===== src/hw/rtl/mbeb_pkg.sv =====
// Shared types and constants of the mask binarize, erode and blank block.
// Used by every module under hw/rtl; depends on nothing.
package mbeb_pkg;

	localparam int CFG_IDX_W   = 3;
	localparam int CFG_DATA_W  = 11;
	localparam int COLS_CFG_W  = 11;
	localparam int ROWS_W      = 11;
	localparam int THR_W       = 8;
	localparam int POS_W       = 10;
	localparam int SIZE_W      = 11;
	localparam int QUEUE_DEPTH = 4;

	localparam logic [CFG_IDX_W-1:0] REG_FRAME_COLS      = 3'd0;
	localparam logic [CFG_IDX_W-1:0] REG_FRAME_ROWS      = 3'd1;
	localparam logic [CFG_IDX_W-1:0] REG_GREEN_THRESHOLD = 3'd2;
	localparam logic [CFG_IDX_W-1:0] REG_BLANK_X0        = 3'd3;
	localparam logic [CFG_IDX_W-1:0] REG_BLANK_Y0        = 3'd4;
	localparam logic [CFG_IDX_W-1:0] REG_BLANK_WIDTH     = 3'd5;
	localparam logic [CFG_IDX_W-1:0] REG_BLANK_HEIGHT    = 3'd6;

	localparam logic [7:0] MASK_ON  = 8'hFF;
	localparam logic [7:0] MASK_OFF = 8'h00;

	typedef struct packed {
		logic [COLS_CFG_W-1:0] frame_cols;
		logic [ROWS_W-1:0]     frame_rows;
		logic [THR_W-1:0]      green_threshold;
		logic [POS_W-1:0]      blank_x0;
		logic [POS_W-1:0]      blank_y0;
		logic [SIZE_W-1:0]     blank_width;
		logic [SIZE_W-1:0]     blank_height;
	} cfg_t;

	localparam cfg_t CFG_RESET = '{
		frame_cols:      11'd384,
		frame_rows:      11'd384,
		green_threshold: 8'd20,
		blank_x0:        10'd153,
		blank_y0:        10'd118,
		blank_width:     11'd77,
		blank_height:    11'd146
	};

	typedef struct packed {
		logic       cmd;
		logic [7:0] green_value;
	} pixel_t;

	typedef struct packed {
		logic [7:0] mask_value;
		logic       last_of_run;
		logic       end_of_frame;
	} mask_t;

endpackage


===== src/hw/rtl/mbeb_queue.sv =====
// Short queue of classified result runs between the front and back ends.
// Depends on mbeb_pkg for its depth.
module mbeb_queue #(
	parameter type entry_t = logic
) (
	input  logic   clk,
	input  logic   arst_n,
	input  logic   push,
	input  entry_t push_data,
	output logic   full,
	input  logic   pop,
	output entry_t head,
	output logic   empty
);
	import mbeb_pkg::*;

	localparam int PTR_W = $clog2(QUEUE_DEPTH);
	localparam int CNT_W = $clog2(QUEUE_DEPTH + 1);

	entry_t           slot_q [QUEUE_DEPTH];
	logic [PTR_W-1:0] wr_ptr_q;
	logic [PTR_W-1:0] rd_ptr_q;
	logic [CNT_W-1:0] cnt_q;
	logic             do_push;
	logic             do_pop;

	assign full    = (cnt_q == CNT_W'(QUEUE_DEPTH));
	assign empty   = (cnt_q == '0);
	assign do_push = push & ~full;
	assign do_pop  = pop & ~empty;
	assign head    = slot_q[rd_ptr_q];

	always_ff @(posedge clk) begin
		if (do_push) begin
			slot_q[wr_ptr_q] <= push_data;
		end
	end

	always_ff @(posedge clk or negedge arst_n) begin
		if (!arst_n) begin
			wr_ptr_q <= '0;
			rd_ptr_q <= '0;
			cnt_q    <= '0;
		end else begin
			if (do_push) begin
				wr_ptr_q <= (wr_ptr_q == PTR_W'(QUEUE_DEPTH - 1)) ? '0 : wr_ptr_q + PTR_W'(1);
			end
			if (do_pop) begin
				rd_ptr_q <= (rd_ptr_q == PTR_W'(QUEUE_DEPTH - 1)) ? '0 : rd_ptr_q + PTR_W'(1);
			end
			unique case ({do_push, do_pop})
				2'b10:   cnt_q <= cnt_q + CNT_W'(1);
				2'b01:   cnt_q <= cnt_q - CNT_W'(1);
				default: cnt_q <= cnt_q;
			endcase
		end
	end

endmodule


===== config.mk =====
export PLATFORM = sky130hd
export DESIGN_NAME = mbeb_queue
export DESIGN_NICKNAME = d
export VERILOG_FILES = /design/src/hw/rtl/mbeb_pkg.sv /design/src/hw/rtl/mbeb_queue.sv
export SDC_FILE = /design/constraint.sdc
export NUM_CORES = 1
export LEC_CHECK = 0
export BUFFER_PORTS_ARGS = -buffer_cell sky130_fd_sc_hd__buf_2
export CAP_MARGIN = 25
export CELL_PAD_IN_SITES_DETAIL_PLACEMENT = 1
export CELL_PAD_IN_SITES_GLOBAL_PLACEMENT = 1
export CORE_MARGIN = 3
export CORE_UTILIZATION = 34
export CTS_CLUSTER_SIZE = 14
export DETAILED_ROUTE_END_ITERATION = 7
export HOLD_SLACK_MARGIN = 0.1
export PLACE_DENSITY_LB_ADDON = 0.1
export SLEW_MARGIN = 20
export SYNTH_ARGS = -nofsm -noshare
export SYNTH_HDL_FRONTEND = slang
export SYNTH_SLANG_ARGS = --single-unit

===== constraint.sdc =====
create_clock -name clk -period 3.5 [get_ports clk]
set_clock_uncertainty 0.05 [all_clocks]
set_input_delay 0.175 -clock clk [delete_from_list [all_inputs] [get_ports clk]]
set_output_delay 0.175 -clock clk [all_outputs]
set_load 0.02 [all_outputs]

# After elaboration in Yosys (flattened, before gate mapping)
# Memory sizes are Yosys's and may differ from the RTL's.
# Index checks and enable logic that the tools add are counted.
# Widths: inputs -> output; s select.
[classes]
add_sub_neg = 4
mul = 0
n_div = 0
n_lt_le_gt_ge = 0
eq_ne = 5
shift = 0
muxes = 5
n_bitwise = 4
reduce_logical = 2
[ops]
columns = ["op", "count"]
rows = [
  ["$eq 2x2->1 const B", 3],
  ["$pmux 3 s2", 1],
  ["$add 2x1->2 const B", 2],
  ["$mux 2", 2],
  ["$add 3x1->3 const B", 1],
  ["$eq 3x3->1 const B", 1],
  ["$logic_not 3->1", 1],
  ["$sub 3x1->3 const B", 1],
  ["$and 1x1->1", 2],
  ["$eq 2x1->1 const B", 1],
  ["$mux 1", 2],
  ["$not 1->1", 2],
  ["$reduce_bool 2->1", 1],
]
[word_totals]
register_bits = 7
latchBits = 0
mem_bits_rw = 4
mem_bits_ro = 0
inputBits = 5
out_inout_bits = 3
wordCells = 24
mem_count = 1
[memory_table]
columns = ["memory", "words", "word_bits", "rd", "rd_clocked_by_memory_dff", "wr", "line_no", "text"]
rows = [
  ["slot_q", 4, 1, 1, 0, 1, "mbeb_queue.sv:20", "entry_t slot_q [QUEUE_DEPTH];"],
]

# Logic depth before layout (Yosys ltp)
[depth]
word_depth = 5
mapped_depth = 9
ltp_nobuf = 9

# Worst setup path before layout
# OpenSTA, ideal clock, no wires.
[synth_timing]
path_kind = "reg-to-reg"
from = "register cnt_q[0]"
to = "register cnt_q[2]"
setup_ns = 0.079
t_arrival_ns = 1.901
t_required_ns = 3.371
slack_ns = 1.470
path_stages_with_launch = 10
n_path_buf = 0
period_less_slack_ns = 2.030
path_cell_list = "dfrtp_1 > nor3b_4 > nor2b_4 > inv_1 > ha_1 > inv_1 > fa_1 > xor2_1 > nor2_1 > xor2_1"
[synth_via]
elab_chain_cells = 5
elab_cells_between_ends = 12
classes_between = "add/sub: 2; eq/ne: 3; mux: 1; bitwise: 4; reduce/logical: 2"
[synth_rtl]
columns = ["item", "line_no", "text"]
rows = [
  ["from (decl)", "mbeb_queue.sv:23", "logic [CNT_W-1:0] cnt_q;"],
  ["from (signal assigned)", "mbeb_queue.sv:52", "2'b10: cnt_q <= cnt_q + CNT_W'(1);"],
  ["from (signal assigned)", "mbeb_queue.sv:53", "2'b01: cnt_q <= cnt_q - CNT_W'(1);"],
  ["from (signal assigned)", "mbeb_queue.sv:54", "default: cnt_q <= cnt_q;"],
  ["$eq 3x3->1 *", "mbeb_queue.sv:27", "assign full = (cnt_q == CNT_W'(QUEUE_DEPTH));"],
  ["named net full", "mbeb_queue.sv:10", "output logic full,"],
  ["$not 1->1 *", "mbeb_queue.sv:29", "assign do_push = push & ~full;"],
  ["$and 1x1->1 *", "mbeb_queue.sv:29", ""],
  ["$eq 2x1->1 / $eq 2x2->1 (equally long branches)", "mbeb_queue.sv:51", "unique case ({do_push, do_pop})"],
  ["$pmux 3 s2 / $reduce_bool 2->1 (equally long branches)", "-", ""],
]
# Mark *: on every way through the listed nets, which the timed path passes. The rest lies on a longest branch.
# A chain may end at the register's enable or synchronous reset.

# Worst setup path in the final report
[layout_timing]
from = "register cnt_q[0]"
to = "register cnt_q[2]"
[layout_via]
elab_chain_cells = 5
elab_cells_between_ends = 12
classes_between = "add/sub: 2; eq/ne: 3; mux: 1; bitwise: 4; reduce/logical: 2"
[layout_rtl]
columns = ["item", "line_no"]
rows = [
  ["$eq 3x3->1 / $logic_not 3->1 (equally long branches)", "mbeb_queue.sv:27, mbeb_queue.sv:28"],
  ["$not 1->1, on equally long branches", "mbeb_queue.sv:29, mbeb_queue.sv:30"],
  ["$and 1x1->1, on equally long branches", "mbeb_queue.sv:29, mbeb_queue.sv:30"],
  ["$eq 2x1->1 / $eq 2x2->1 (equally long branches)", "mbeb_queue.sv:51"],
  ["$pmux 3 s2 / $reduce_bool 2->1 (equally long branches)", "-"],
]
# Several ways; a longest one is shown, not always the timed one.

==> results.sh <==
export IMPL_track_usage=0.100
export IMPL_synth_xor_area_frac=0.0417
export IMPL_io_buffers=7
export IMPL_r2r_start="cnt_q[0]$_DFFE_PN0P_"
export IMPL_syn_area_sq_um=629
export IMPL_cts_tree="done"
export IMPL_instances_no_fill=82
export IMPL_route_detailed_drc=0
export IMPL_num_nets_final=71
export IMPL_fin_setup_tns_ns=0
export IMPL_rsz0062_at_grt="false"
export IMPL_drtIter0Drc=3
export IMPL_post_route_min_period_ns=2.05
export IMPL_synthAdderAreaFrac=0.151
export IMPL_synth_mux_area_fraction=0.141
export IMPL_pwr_share_clk=0.136
export IMPL_drive_gt1_frac=0.397
export IMPL_hold_path_class="in2async"
export IMPL_worstReg2RegEnd="cnt_q[2]$_DFFE_PN0P_"
export IMPL_clkLatencyLatePin_ns=0.26
export IMPL_yosys_area_share_simple=0.155
export IMPL_fin_crit_sh=0.585
export IMPL_dp_cells=76
export IMPL_start_kind="flip-flop"
export IMPL_slew_headroom=0.843
export IMPL_die_w_microns=49.0
export IMPL_routed_via_density=4.33
export IMPL_coreArea_sq_mm=0.00163
export IMPL_syn_mean_instance_area_sq_um=14.0
export IMPL_power_leakage_nw=0.354
export IMPL_reg2reg_depth=9
export IMPL_criticalPathCategory="reg2reg"
export IMPL_grt_pass1_wl_microns=1760
export IMPL_yosysUniqueCellTypes=17
export IMPL_synthCells=45
export IMPL_dp_slack_ns=1.45
export IMPL_final_max_slew_viol_count=0
export IMPL_synth_net_count=57
export IMPL_required_ns=3.64
export IMPL_diodes=0
export IMPL_setup_ws_ns=1.45
export IMPL_status="complete, no violations"
export IMPL_grt_max_degree=8
export IMPL_clkTransAtPathRegs_ns=0.07
export IMPL_seq_area_frac_synth=0.469
export IMPL_post_dp_hpwl_microns=829
export IMPL_synth_seq_cells=11
export IMPL_p_int_w=0.000389
export IMPL_num_rows=14
export IMPL_area_delta_synth_final_pct=17.7
export IMPL_ant_nets=0
export IMPL_ys_warnings_count=0
export IMPL_place_gp_congestion=0.710
export IMPL_power_density_mw_per_mm2=834
export IMPL_postCtsSetupRepairBufs=0
export IMPL_swShare=0.370
export IMPL_hold_viol=0
export IMPL_worst_pin_slew_ns=0.235
export IMPL_antenna_found_initial=0
export IMPL_max_freq_ghz=0.488
export IMPL_drv_cap=0
export IMPL_ir_drop_uv=303
export IMPL_grt_ovfl_total=0
export IMPL_totalWireLength_microns=1000
export IMPL_start_util=0.386
export IMPL_r2r_setup_slack_ns=1.45
export IMPL_power_frac_seq=0.398
export IMPL_cts_sinks=11
export IMPL_combPwrFrac=0.466
export IMPL_synth_top_family_by_area="simple AND/OR/NAND/NOR gates"
export IMPL_numCtsBuffers=3
export IMPL_finalSetupViolCount=0
export IMPL_p_sw_w=0.000228
export IMPL_die_area_sq_mm=0.00240
export IMPL_vias=355
export IMPL_die_h_microns=49.0
export IMPL_htreeDepth=1
export IMPL_root_buffer="clkbuf_4"
export IMPL_wl_per_cell_microns=12.2
export IMPL_end_kind="flip-flop"
export IMPL_clock_path_buffers=2
export IMPL_worstPathArrival_ns=2.19
export IMPL_path_max_fanout=7
export IMPL_drt_pass1_iter_count=2
export IMPL_grt_pass1_vias=427
export IMPL_io_pins=8
export IMPL_synth_compound_area_frac=0
==> per-layer routing <==
layer	track usage	vias up	wire (microns)	share of wire
li1	-	172	-	-
met1	0.0973	177	407	0.41
met2	0.179	6	549	0.55
met3	0.0581	0	47	0.047
met4	0.0284	0	0	0
met5	0	-	0	0
==> how the worst max path moves through the flow <==
stage                                     from              endpoint  cells after the start
final                     cnt_q[0]$_DFFE_PN0P_  cnt_q[2]$_DFFE_PN0P_                      9
after global routing      cnt_q[0]$_DFFE_PN0P_  cnt_q[2]$_DFFE_PN0P_                      9
after CTS                 cnt_q[0]$_DFFE_PN0P_  cnt_q[2]$_DFFE_PN0P_                      9
after detailed placement  cnt_q[0]$_DFFE_PN0P_  cnt_q[2]$_DFFE_PN0P_                      9
after global placement    cnt_q[0]$_DFFE_PN0P_  cnt_q[2]$_DFFE_PN0P_                      9
after floorplan           cnt_q[0]$_DFFE_PN0P_  cnt_q[2]$_DFFE_PN0P_                      9
==> metrics by stage <==
step            util  cell area (sq um)  power, W  hold slack (ns)
5_1_grt        0.455                741  0.000674            0.230
3_5_place_dp   0.426                694  0.000543          -0.0246
2_1_floorplan      -                629  0.000468           -0.171
3_3_place_gp   0.426                694  0.000512          -0.0336
4_1_cts        0.455                741  0.000631            0.226
6_report       0.455                741  0.000618            0.230
==> logic make-up after synthesis <==
group | Yosys count
flip-flops | 11
AND/OR/NAND/NOR | 11
multiplexers | 6
buffers and inverters | 7
adder cells (fa/ha/maj) | 7
XOR/XNOR | 3
==> power groups by stage <==
stage,clock network (W),registers [W],logic [W]
finish,0.0000839,0.000246,0.000288
global route,0.0000949,0.000252,0.000326
detailed placement,0,0.000250,0.000293
floorplan,0,0.000236,0.000232
global placement,0,0.000244,0.000268
CTS,0.0000873,0.000247,0.000297
==> worst max-delay path, stage by stage, from the launching register on <==
cell	delay, ns
dfrtp_1	0.46
nor3b_4	0.25
nor2b_4	0.10
inv_1	0.06
ha_1	0.17
inv_1	0.06
fa_1	0.38
xor2_1	0.16
nor2_1	0.11
xor2_1	0.16
==> cell usage after synthesis <==
cell | n | area share
xnor2_1 | 1 | 0.014
mux2_4 | 3 | 0.072
dfrtp_1 | 7 | 0.28
edfxtp_1 | 4 | 0.19
nor3b_4 | 1 | 0.030
mux2_2 | 1 | 0.018
nor2b_4 | 1 | 0.022
mux4_2 | 1 | 0.036
nand2b_4 | 1 | 0.022
and2_2 | 4 | 0.048
nor3_2 | 1 | 0.016
nor2_1 | 3 | 0.018
fa_1 | 1 | 0.032
inv_1 | 7 | 0.042
ha_1 | 6 | 0.12
mux2i_1 | 1 | 0.016
xor2_1 | 2 | 0.028
==> cells in the final DEF, fill, tap and decap left out <==
cell / instances
xnor2_1: 1
ha_1: 6
mux4_2: 1
nor2_1: 3
and2_2: 4
xor2_1: 2
edfxtp_1: 4
clkbuf_1: 1
inv_1: 7
mux2_2: 1
clkbuf_4: 3
nor3b_4: 1
nor2b_4: 1
mux2_4: 3
nand2b_4: 1
dlygate4sd3_1: 2
nor3_2: 1
dfrtp_1: 7
buf_2: 7
mux2i_1: 1
fa_1: 1
==> what timing repair did <==
item	4_1_cts	5_1_grt
hold endpoints to repair	11	0
resized for setup	0	0
hold buffers	2	0
==> cell type report <==
| cell class | count | area [sq um] |
|---|---|---|
| inverters | 7 | 26.3 |
| repair buffers | 9 | 55.1 |
| clock buffers | 4 | 26.3 |
| multi-input cells | 27 | 308 |
| fillers | 181 | 888 |
| flip-flops and latches | 11 | 295 |
| well taps | 24 | 30.0 |
==> flip-flops by register name (all words and copies together), names as in the netlist <==
name      count
cnt_q         3
wr_ptr_q      2
rd_ptr_q      2
slot_q        4
Note: power is estimated with default switching activity, not from simulation.
